## src/oale_pkg.sv

```systemverilog
`timescale 1ns / 1ps

package oale_pkg;

  // Field widths of the command and result
  localparam int unsigned ACT_W   = 4;
  localparam int unsigned IDX_W   = 7;
  localparam int unsigned DATA_W  = 32;
  localparam int unsigned STAT_W  = 3;
  localparam int unsigned POS_W   = 6;
  localparam int unsigned CNT_W   = 7;
  localparam int unsigned LIMIT_W = 7;

  // Command codes
  localparam logic [ACT_W-1:0] ACT_INSERT_AT   = 4'd0;
  localparam logic [ACT_W-1:0] ACT_APPEND      = 4'd1;
  localparam logic [ACT_W-1:0] ACT_MODIFY_AT   = 4'd2;
  localparam logic [ACT_W-1:0] ACT_REMOVE_AT   = 4'd3;
  localparam logic [ACT_W-1:0] ACT_REMOVE_LAST = 4'd4;
  localparam logic [ACT_W-1:0] ACT_READ_AT     = 4'd5;
  localparam logic [ACT_W-1:0] ACT_READ_LAST   = 4'd6;
  localparam logic [ACT_W-1:0] ACT_FIND_FIRST  = 4'd7;
  localparam logic [ACT_W-1:0] ACT_COUNT       = 4'd8;

  // Status codes
  localparam logic [STAT_W-1:0] ST_OK       = 3'd0;
  localparam logic [STAT_W-1:0] ST_RANGE    = 3'd1;
  localparam logic [STAT_W-1:0] ST_FULL     = 3'd2;
  localparam logic [STAT_W-1:0] ST_EMPTY    = 3'd3;
  localparam logic [STAT_W-1:0] ST_NOTFOUND = 3'd4;

  // Reset value of the capacity register
  localparam logic [LIMIT_W-1:0] LIMIT_RESET = 7'd64;

  typedef struct packed {
    logic [STAT_W-1:0]        status;
    logic signed [DATA_W-1:0] read_value;
    logic [POS_W-1:0]         found_position;
    logic [CNT_W-1:0]         match_count;
    logic [CNT_W-1:0]         size_after;
  } oale_result_t;

endpackage

```

## src/oale_ram.sv

```systemverilog
`timescale 1ns / 1ps

module oale_ram
  import oale_pkg::*;
#(
  parameter int unsigned DEPTH = 64,
  parameter int unsigned AW    = 6
) (
  input  logic              clk,
  input  logic              we,
  input  logic [AW-1:0]     waddr,
  input  logic [DATA_W-1:0] wdata,
  input  logic              re,
  input  logic [AW-1:0]     raddr,
  output logic [DATA_W-1:0] rdata
);

  logic [DATA_W-1:0] mem [DEPTH];

  // Write port
  always_ff @(posedge clk) begin
    if (we) begin
      mem[waddr] <= wdata;
    end
  end

  // Registered read port
  always_ff @(posedge clk) begin
    if (re) begin
      rdata <= mem[raddr];
    end
  end

endmodule

```

## src/oale_ctrl.sv

```systemverilog
`timescale 1ns / 1ps

module oale_ctrl
  import oale_pkg::*;
#(
  parameter int unsigned AW       = 6,
  parameter int unsigned FW       = 7
) (
  input  logic              clk,
  input  logic              rst,
  input  logic              start,
  input  logic [ACT_W-1:0]  action,
  input  logic [IDX_W-1:0]  index,
  input  logic [DATA_W-1:0] value,
  input  logic [FW-1:0]     cap_eff,
  output logic              idle,
  output logic              done,
  output oale_result_t      res,
  input  logic              res_take,
  output logic              mem_we,
  output logic [AW-1:0]     mem_waddr,
  output logic [DATA_W-1:0] mem_wdata,
  output logic              mem_re,
  output logic [AW-1:0]     mem_raddr,
  input  logic [DATA_W-1:0] mem_rdata
);

  localparam int unsigned CW = (FW > IDX_W) ? FW : IDX_W;

  typedef enum logic [1:0] {S_IDLE, S_WALK, S_FIN, S_DONE} state_t;
  typedef enum logic [2:0] {M_NONE, M_UP, M_DN, M_READ, M_FIND, M_COUNT} mode_t;

  state_t            state;
  mode_t             mode;
  logic [FW-1:0]     fill;
  logic [FW-1:0]     fill_next;
  logic [FW-1:0]     left;
  logic [AW-1:0]     rd_addr;
  logic              pend;
  logic [AW-1:0]     pend_addr;
  logic              fin_we;
  logic [AW-1:0]     fin_addr;
  logic              inc;
  logic              dec;
  logic [DATA_W-1:0] val;
  logic [STAT_W-1:0] status;
  logic [DATA_W-1:0] rd_val;
  logic              found;
  logic [AW-1:0]     pos;
  logic [FW-1:0]     cnt;
  logic              hit;

  // Decoded command
  mode_t             d_mode;
  logic [STAT_W-1:0] d_status;
  logic [FW-1:0]     d_left;
  logic [AW-1:0]     d_rd_addr;
  logic              d_fin_we;
  logic [AW-1:0]     d_fin_addr;
  logic              d_inc;
  logic              d_dec;
  logic [CW-1:0]     fill_w;
  logic [CW-1:0]     idx_w;
  logic [CW-1:0]     cap_w;

  // Check the command against fill and capacity, set up the walk
  always_comb begin
    fill_w     = CW'(fill);
    idx_w      = CW'(index);
    cap_w      = CW'(cap_eff);
    d_mode     = M_NONE;
    d_status   = ST_OK;
    d_left     = '0;
    d_rd_addr  = '0;
    d_fin_we   = 1'b0;
    d_fin_addr = AW'(index);
    d_inc      = 1'b0;
    d_dec      = 1'b0;
    case (action)
      ACT_INSERT_AT: begin
        if (idx_w > fill_w) begin
          d_status = ST_RANGE;
        end else if (fill_w >= cap_w) begin
          d_status = ST_FULL;
        end else begin
          d_mode    = M_UP;
          d_left    = FW'(fill_w - idx_w);
          d_rd_addr = AW'(fill_w - CW'(1));
          d_fin_we  = 1'b1;
          d_inc     = 1'b1;
        end
      end
      ACT_APPEND: begin
        if (fill_w >= cap_w) begin
          d_status = ST_FULL;
        end else begin
          d_fin_we   = 1'b1;
          d_fin_addr = AW'(fill);
          d_inc      = 1'b1;
        end
      end
      ACT_MODIFY_AT: begin
        if (idx_w >= fill_w) begin
          d_status = ST_RANGE;
        end else begin
          d_fin_we = 1'b1;
        end
      end
      ACT_REMOVE_AT: begin
        if (idx_w >= fill_w) begin
          d_status = ST_RANGE;
        end else begin
          d_mode    = M_DN;
          d_left    = FW'(fill_w - idx_w - CW'(1));
          d_rd_addr = AW'(idx_w + CW'(1));
          d_dec     = 1'b1;
        end
      end
      ACT_REMOVE_LAST: begin
        if (fill == '0) begin
          d_status = ST_EMPTY;
        end else begin
          d_dec = 1'b1;
        end
      end
      ACT_READ_AT: begin
        if (idx_w >= fill_w) begin
          d_status = ST_RANGE;
        end else begin
          d_mode    = M_READ;
          d_left    = FW'(1);
          d_rd_addr = AW'(index);
        end
      end
      ACT_READ_LAST: begin
        if (fill == '0) begin
          d_status = ST_EMPTY;
        end else begin
          d_mode    = M_READ;
          d_left    = FW'(1);
          d_rd_addr = AW'(fill_w - CW'(1));
        end
      end
      ACT_FIND_FIRST: begin
        d_mode   = M_FIND;
        d_status = ST_NOTFOUND;
        d_left   = fill;
      end
      ACT_COUNT: begin
        d_mode = M_COUNT;
        d_left = fill;
      end
      default: begin
        d_mode = M_NONE;
      end
    endcase
  end

  // Shared compare of the entry just read
  assign hit = (mem_rdata == val);

  always_comb begin
    if (inc) begin
      fill_next = fill + FW'(1);
    end else if (dec) begin
      fill_next = fill - FW'(1);
    end else begin
      fill_next = fill;
    end
  end

  // Memory ports: one read issued per walk cycle while reads remain, shifts write back each entry as its read returns
  assign mem_re    = (state == S_WALK) && (left != '0);
  assign mem_raddr = rd_addr;

  always_comb begin
    mem_we    = 1'b0;
    mem_waddr = fin_addr;
    mem_wdata = val;
    if (state == S_WALK && pend && (mode == M_UP || mode == M_DN)) begin
      mem_we    = 1'b1;
      mem_wdata = mem_rdata;
      mem_waddr = (mode == M_UP) ? pend_addr + AW'(1) : pend_addr - AW'(1);
    end else if (state == S_FIN && fin_we) begin
      mem_we = 1'b1;
    end
  end

  assign idle = (state == S_IDLE);
  assign done = (state == S_DONE);

  // Sequencer
  always_ff @(posedge clk) begin
    if (rst) begin
      state <= S_IDLE;
      fill  <= '0;
      pend  <= 1'b0;
    end else begin
      case (state)
        S_IDLE: begin
          pend <= 1'b0;
          if (start) begin
            mode     <= d_mode;
            status   <= d_status;
            left     <= d_left;
            rd_addr  <= d_rd_addr;
            fin_we   <= d_fin_we;
            fin_addr <= d_fin_addr;
            inc      <= d_inc;
            dec      <= d_dec;
            val      <= value;
            rd_val   <= '0;
            found    <= 1'b0;
            pos      <= '0;
            cnt      <= '0;
            state    <= S_WALK;
          end
        end
        S_WALK: begin
          // issue the next read
          pend      <= mem_re;
          pend_addr <= rd_addr;
          if (mem_re) begin
            left    <= left - FW'(1);
            rd_addr <= (mode == M_UP) ? rd_addr - AW'(1) : rd_addr + AW'(1);
          end
          // consume the entry read last cycle
          if (pend) begin
            case (mode)
              M_READ: rd_val <= mem_rdata;
              M_COUNT: begin
                if (hit) begin
                  cnt <= cnt + FW'(1);
                end
              end
              M_FIND: begin
                if (hit) begin
                  found  <= 1'b1;
                  pos    <= pend_addr;
                  status <= ST_OK;
                end
              end
              default: begin
                rd_val <= rd_val;
              end
            endcase
          end
          // finish once every read is consumed or the search hits
          if (left == '0 || (pend && mode == M_FIND && hit)) begin
            state <= S_FIN;
          end
        end
        S_FIN: begin
          fill               <= fill_next;
          res.status         <= status;
          res.read_value     <= rd_val;
          res.found_position <= found ? POS_W'(pos) : '0;
          res.match_count    <= CNT_W'(cnt);
          res.size_after     <= CNT_W'(fill_next);
          state              <= S_DONE;
        end
        S_DONE: begin
          if (res_take) begin
            state <= S_IDLE;
          end
        end
        default: begin
          state <= S_IDLE;
        end
      endcase
    end
  end

endmodule

```

## src/ordered_array_list_engine_unit.sv

```systemverilog
`timescale 1ns / 1ps

// Ordered list of signed 32-bit values held in a CAPACITY-entry memory with
// a fill count; one request in, one result out. Requests are taken one at a
// time through a single memory read port, a single write port and one
// comparator walked by a sequencer. A request reads the entries moved by
// insert_at or remove_at, the filled entries for find_first (stopping at
// the first match) and count_matches, or the one entry for reads; other
// requests read no entry. The finished result sits in an output register,
// so the next request is taken while it waits. The capacity register
// (reset 64, saturated at CAPACITY) is to be written through the cfg port
// only while no request is in flight; the block itself does not enforce
// this.
module ordered_array_list_engine_unit
  import oale_pkg::*;
#(
  parameter int unsigned CAPACITY = 64
) (
  input  logic                     clk,
  input  logic                     rst,
  input  logic                     in_valid,
  output logic                     in_ready,
  input  logic [ACT_W-1:0]         action,
  input  logic [IDX_W-1:0]         index,
  input  logic signed [DATA_W-1:0] value,
  output logic                     out_valid,
  input  logic                     out_ready,
  output logic [STAT_W-1:0]        status,
  output logic signed [DATA_W-1:0] read_value,
  output logic [POS_W-1:0]         found_position,
  output logic [CNT_W-1:0]         match_count,
  output logic [CNT_W-1:0]         size_after,
  input  logic                     cfg_valid,
  output logic                     cfg_ready,
  input  logic [LIMIT_W-1:0]       cfg_data
);

  localparam int unsigned AW = (CAPACITY > 1) ? $clog2(CAPACITY) : 1;
  localparam int unsigned FW = $clog2(CAPACITY + 1);
  localparam int unsigned LW = (FW > LIMIT_W) ? FW : LIMIT_W;

  logic [LIMIT_W-1:0] capacity_limit;
  logic [LW-1:0]      limit_w;
  logic [FW-1:0]      cap_eff;
  logic               start;
  logic               res_done;
  logic               res_take;
  oale_result_t       res;
  oale_result_t       out_q;
  logic               mem_we;
  logic [AW-1:0]      mem_waddr;
  logic [DATA_W-1:0]  mem_wdata;
  logic               mem_re;
  logic [AW-1:0]      mem_raddr;
  logic [DATA_W-1:0]  mem_rdata;

  // Capacity register
  assign cfg_ready = 1'b1;

  always_ff @(posedge clk) begin
    if (rst) begin
      capacity_limit <= LIMIT_RESET;
    end else if (cfg_valid && cfg_ready) begin
      capacity_limit <= cfg_data;
    end
  end

  // Saturate the limit at the built depth
  assign limit_w = LW'(capacity_limit);
  assign cap_eff = (limit_w > LW'(CAPACITY)) ? FW'(CAPACITY) : FW'(limit_w);

  assign start    = in_valid && in_ready;
  assign res_take = res_done && (!out_valid || out_ready);

  oale_ctrl #(
    .AW       (AW),
    .FW       (FW)
  ) u_ctrl (
    .clk       (clk),
    .rst       (rst),
    .start     (start),
    .action    (action),
    .index     (index),
    .value     (value),
    .cap_eff   (cap_eff),
    .idle      (in_ready),
    .done      (res_done),
    .res       (res),
    .res_take  (res_take),
    .mem_we    (mem_we),
    .mem_waddr (mem_waddr),
    .mem_wdata (mem_wdata),
    .mem_re    (mem_re),
    .mem_raddr (mem_raddr),
    .mem_rdata (mem_rdata)
  );

  oale_ram #(
    .DEPTH (CAPACITY),
    .AW    (AW)
  ) u_ram (
    .clk   (clk),
    .we    (mem_we),
    .waddr (mem_waddr),
    .wdata (mem_wdata),
    .re    (mem_re),
    .raddr (mem_raddr),
    .rdata (mem_rdata)
  );

  // Output register: load a finished result, hold it until taken
  always_ff @(posedge clk) begin
    if (rst) begin
      out_valid <= 1'b0;
    end else if (res_take) begin
      out_valid <= 1'b1;
    end else if (out_ready) begin
      out_valid <= 1'b0;
    end
  end

  always_ff @(posedge clk) begin
    if (res_take) begin
      out_q <= res;
    end
  end

  assign status         = out_q.status;
  assign read_value     = out_q.read_value;
  assign found_position = out_q.found_position;
  assign match_count    = out_q.match_count;
  assign size_after     = out_q.size_after;

`ifndef SYNTHESIS
  a_busy_after_accept: assert property (@(posedge clk) disable iff (rst)
    (in_valid && in_ready) |=> !in_ready)
    else $error("request accepted while a previous one was still in work");

  a_result_lands: assert property (@(posedge clk) disable iff (rst)
    res_take |=> out_valid)
    else $error("handed-off result did not reach the output register");

  a_done_not_idle: assert property (@(posedge clk) disable iff (rst)
    res_done |-> !in_ready)
    else $error("sequencer idle while holding a result");

  a_no_read_write_clash: assert property (@(posedge clk) disable iff (rst)
    (mem_we && mem_re) |-> (mem_waddr != mem_raddr))
    else $error("shift wrote the entry being read in the same cycle");
`endif

endmodule
```

## config.mk

```make
export PLATFORM = sky130hd
export DESIGN_NAME = ordered_array_list_engine_unit
export DESIGN_NICKNAME = d
export VERILOG_FILES = /design/src/oale_pkg.sv /design/src/oale_ram.sv /design/src/oale_ctrl.sv /design/src/ordered_array_list_engine_unit.sv
export SDC_FILE = /design/constraint.sdc
export NUM_CORES = 2
export LEC_CHECK = 0
export BUFFER_PORTS_ARGS = -buffer_cell sky130_fd_sc_hd__buf_2
export CAP_MARGIN = 20
export CORE_MARGIN = 2
export CORE_UTILIZATION = 35
export CTS_BUF_LIST = sky130_fd_sc_hd__clkbuf_16
export CTS_CLUSTER_SIZE = 20
export DETAILED_ROUTE_END_ITERATION = 10
export PLACE_DENSITY = 0.6
export SYNTH_ARGS = -nofsm -noshare
export SYNTH_HDL_FRONTEND = slang
export SYNTH_SLANG_ARGS = --single-unit
```

## constraint.sdc

```tcl
create_clock -name clk -period 4.4 [get_ports clk]
set_input_delay 0.88 -clock clk [delete_from_list [all_inputs] [get_ports clk]]
set_output_delay 0.88 -clock clk [all_outputs]
set_load 0.005 [all_outputs]
```

==> results.cfg <==
[global_routing]
grt_remaining_overflow = 0
grt_max_degree = 107
grt_pass1_wl_um = 330000
grt_use_total_pct = 17.6
antenna_found_initial = 10
grt_pass1_vias = 42700

[detailed_routing]
viasPerCell = 5.40
drt_iter0_markers = 4795
num_vias = 42900
first_pass_iters = 5
antenna_left = 0
totalWireLength_um = 233000
drcViolationCount = 0
wl_per_cell_um = 29.3

[logic_synthesis]
syn_avg_cell_area_um2 = 22.2
syn_area_mm2 = 0.0899
yosysWarningCount = 0
async_reset_ff_share_pct = 0
synth-seq-cells = 2320
synthCells = 4042
syn_nets = 4134
synth_ff_type = edfxtp_1
yosysUniqueCellTypes = 61
synth_edf_count = 2302
yosysSeqAreaShare_pct = 77.3

[critical_path]
critPathMaxFanout = 32
cp_data_required_time_ps = 4880
cp.arrival_ps = 4470
r2r_slack_ps = 410
critPathKind = flip-flop to flip-flop
start_kind = flip-flop
cp-end-kind = flip-flop

[floorplan]
coreArea_mm2 = 0.256
start_util_pct = 35.1
die_x_um = 511
dieHeight_um = 511
rows = 186
die_area_mm2 = 0.261
io_pins = 113

[cts]
clk_pin_slew_worst_paths_ps = 60
post_cts_buffers = 0
root_buffer = clkbuf_16
h-tree-depth = 4
cts_buffers = 218
ctsResizeCount = 0
cts_tree = done
clock_sinks = 2320
cts_buffer_depth = 3
worstSkewPairLatency_ps = 870
hold_buffers = 0

[sta]
fmax_mhz = 251
fin_crit_sh_pct = 90.7
rsz0062_at_grt = no
skew_ps = 53.0
hold_viol_final = 0
worstMarginPinSlew_ps = 1110
slew_headroom_pct = 26.0
fin_ws_ps = 410
maxSlewViolCount = 0
min_period_ps = 3990
setup_violations = 0

[placed_design]
pre_cts_ws_ps = 342
port-buffer-count = 111
post_dp_cell_area_mm2 = 0.0968
place.gp.congestion = 0.840
dp_hpwl_um = 146000

[cells_and_area]
layout-drive-gt1-share_pct = 29.9
area_delta_synth_final_pct = 16.0
design_area_mm2 = 0.104
layout.nets = 4470
fillers = 22100

[power]
total_power_uw = 57500
peakVddDrop_mv = 0.430
p_per_area_mw_per_mm2 = 551
leakage_uw = 0.0327

[hold_path]
hp-class = primary input to flip-flop

[run_status]
status = finished clean

[flow_run]
drv_cap = 0
layout by cell type (no fill, tap or decap), types with 56 or more instances in the layout:
cell       count
inv_1         73
nand2_1      159
buf_2        111
nor2_1        59
edfxtp_1    2302
clkbuf_16    220
nor2_4        64
mux4_2       602
a21oi_1       76
and2_1        56
buf_4        117
buf_12        72
report_power, final:
group	switching (uW)	total (uW)	internal, uW	leakage [uW]
sequential	492	26200	25700	0.0209
combinational	7550	12400	4890	0.00805
clock	8260	18900	10600	0.00371
critical path: stages, from the launching register on:
cell      delay [ps]
edfxtp_1         450
nor3b_1          230
buf_4            160
inv_1             80
buf_4            150
ha_1             340
o21a_1           150
or3_1            350
a21oi_1          270
a31oi_2          170
buf_12           210
buf_4            170
nor2_4           850
state kept, by name, indices dropped and copies added (netlist names), 2 cells and up:
name,flops
u_ctrl.left,7
status,3
u_ram.rdata,32
u_ctrl.mem_raddr,6
u_ctrl.rd_val,32
u_ctrl.res,55
u_ctrl.status,3
match_count,7
u_ctrl.mode,3
u_ctrl.pend_addr,6
u_ctrl.fill,7
u_ctrl.cnt,7
u_ctrl.fin_addr,6
u_ram.mem,2048
u_ctrl.pos,6
u_ctrl.val,32
found_position,6
u_ctrl.state,2
capacity_limit,7
size_after,7
read_value,32
through the flow:
step / utilization, % / setup TNS [ps] / hold WS (ps) / std cells
finish: 40.7 / 0 / 185 / 7952
detailed placement: 37.8 / 0 / 405 / 7529
CTS: 40.6 / 0 / 120 / 7938
global placement: 37.6 / 0 / 402 / 7514
global route: 40.7 / 0 / 141 / 7952
floorplan: - / -587680 / 400 / 4042
cell usage after synthesis, types with 22 or more instances:
cell type  number  area, um2
xnor2_1        31        272
a21oi_1        77        385
nor2_1        123        462
buf_1          25       93.8
and2_1         56        350
xor2_1         44        385
buf_2          64        320
ha_1           34        425
mux2i_1        34        340
nand2_1       159        597
mux4_2        602      13600
inv_1          28        105
mux2_2         54        608
a22oi_1        32        240
clkbuf_1       93        349
edfxtp_1     2302      69100
nor2b_1        22        138
routing by layer:
metal | share of wire, % | routed length [um] | GRT usage, %
met3 | 6.1 | 14300 | 2.26
met4 | 2.6 | 6130 | 4.81
met2 | 51 | 118000 | 29.9
met5 | 0.0077 | 18 | 0
met1 | 41 | 94300 | 23.8
path summary, 6_finish.rpt:
check | depth (start not counted) | from | end
worst max-delay path | 12 | u_ctrl.mode[1] | u_ram.mem[33][14]
worst max register to register | 12 | u_ctrl.mode[1] | u_ram.mem[33][14]
worst min-delay path | 1 | value[6] | u_ctrl.val[6]
worst min register to register | 0 | u_ctrl.res[46] | read_value[26]
cell families (layout without fill, tap and decap cells):
| kind of cell | count (synthesis) | after routing | synth area share, % |
|---|---|---|---|
| simple gates | 455 | 455 | 2.37 |
| other cells | 1 | 2 | 0.00417 |
| flops | 2320 | 2320 | 77.3 |
| buf+inv | 225 | 750 | 1.13 |
| fa+ha+maj | 38 | 38 | 0.551 |
| xor+xnor | 75 | 75 | 0.731 |
| mux | 690 | 690 | 16.1 |
| compound gates | 238 | 238 | 1.78 |
layout make-up:
class                   count  area (um2)  share of cell area (%)
flip-flops and latches   2320       69500                    66.6
multi-input cells        1497       20000                    19.2
clock buffers             220        5510                    5.28
well taps                3384        4230                    4.06
repair buffers            313        3230                    3.10
clock inverters           189        1680                    1.61
inverters                  28         105                   0.101
diodes                      1        2.50                 0.00240
No activity file was read; power rests on OpenSTA's default activity.
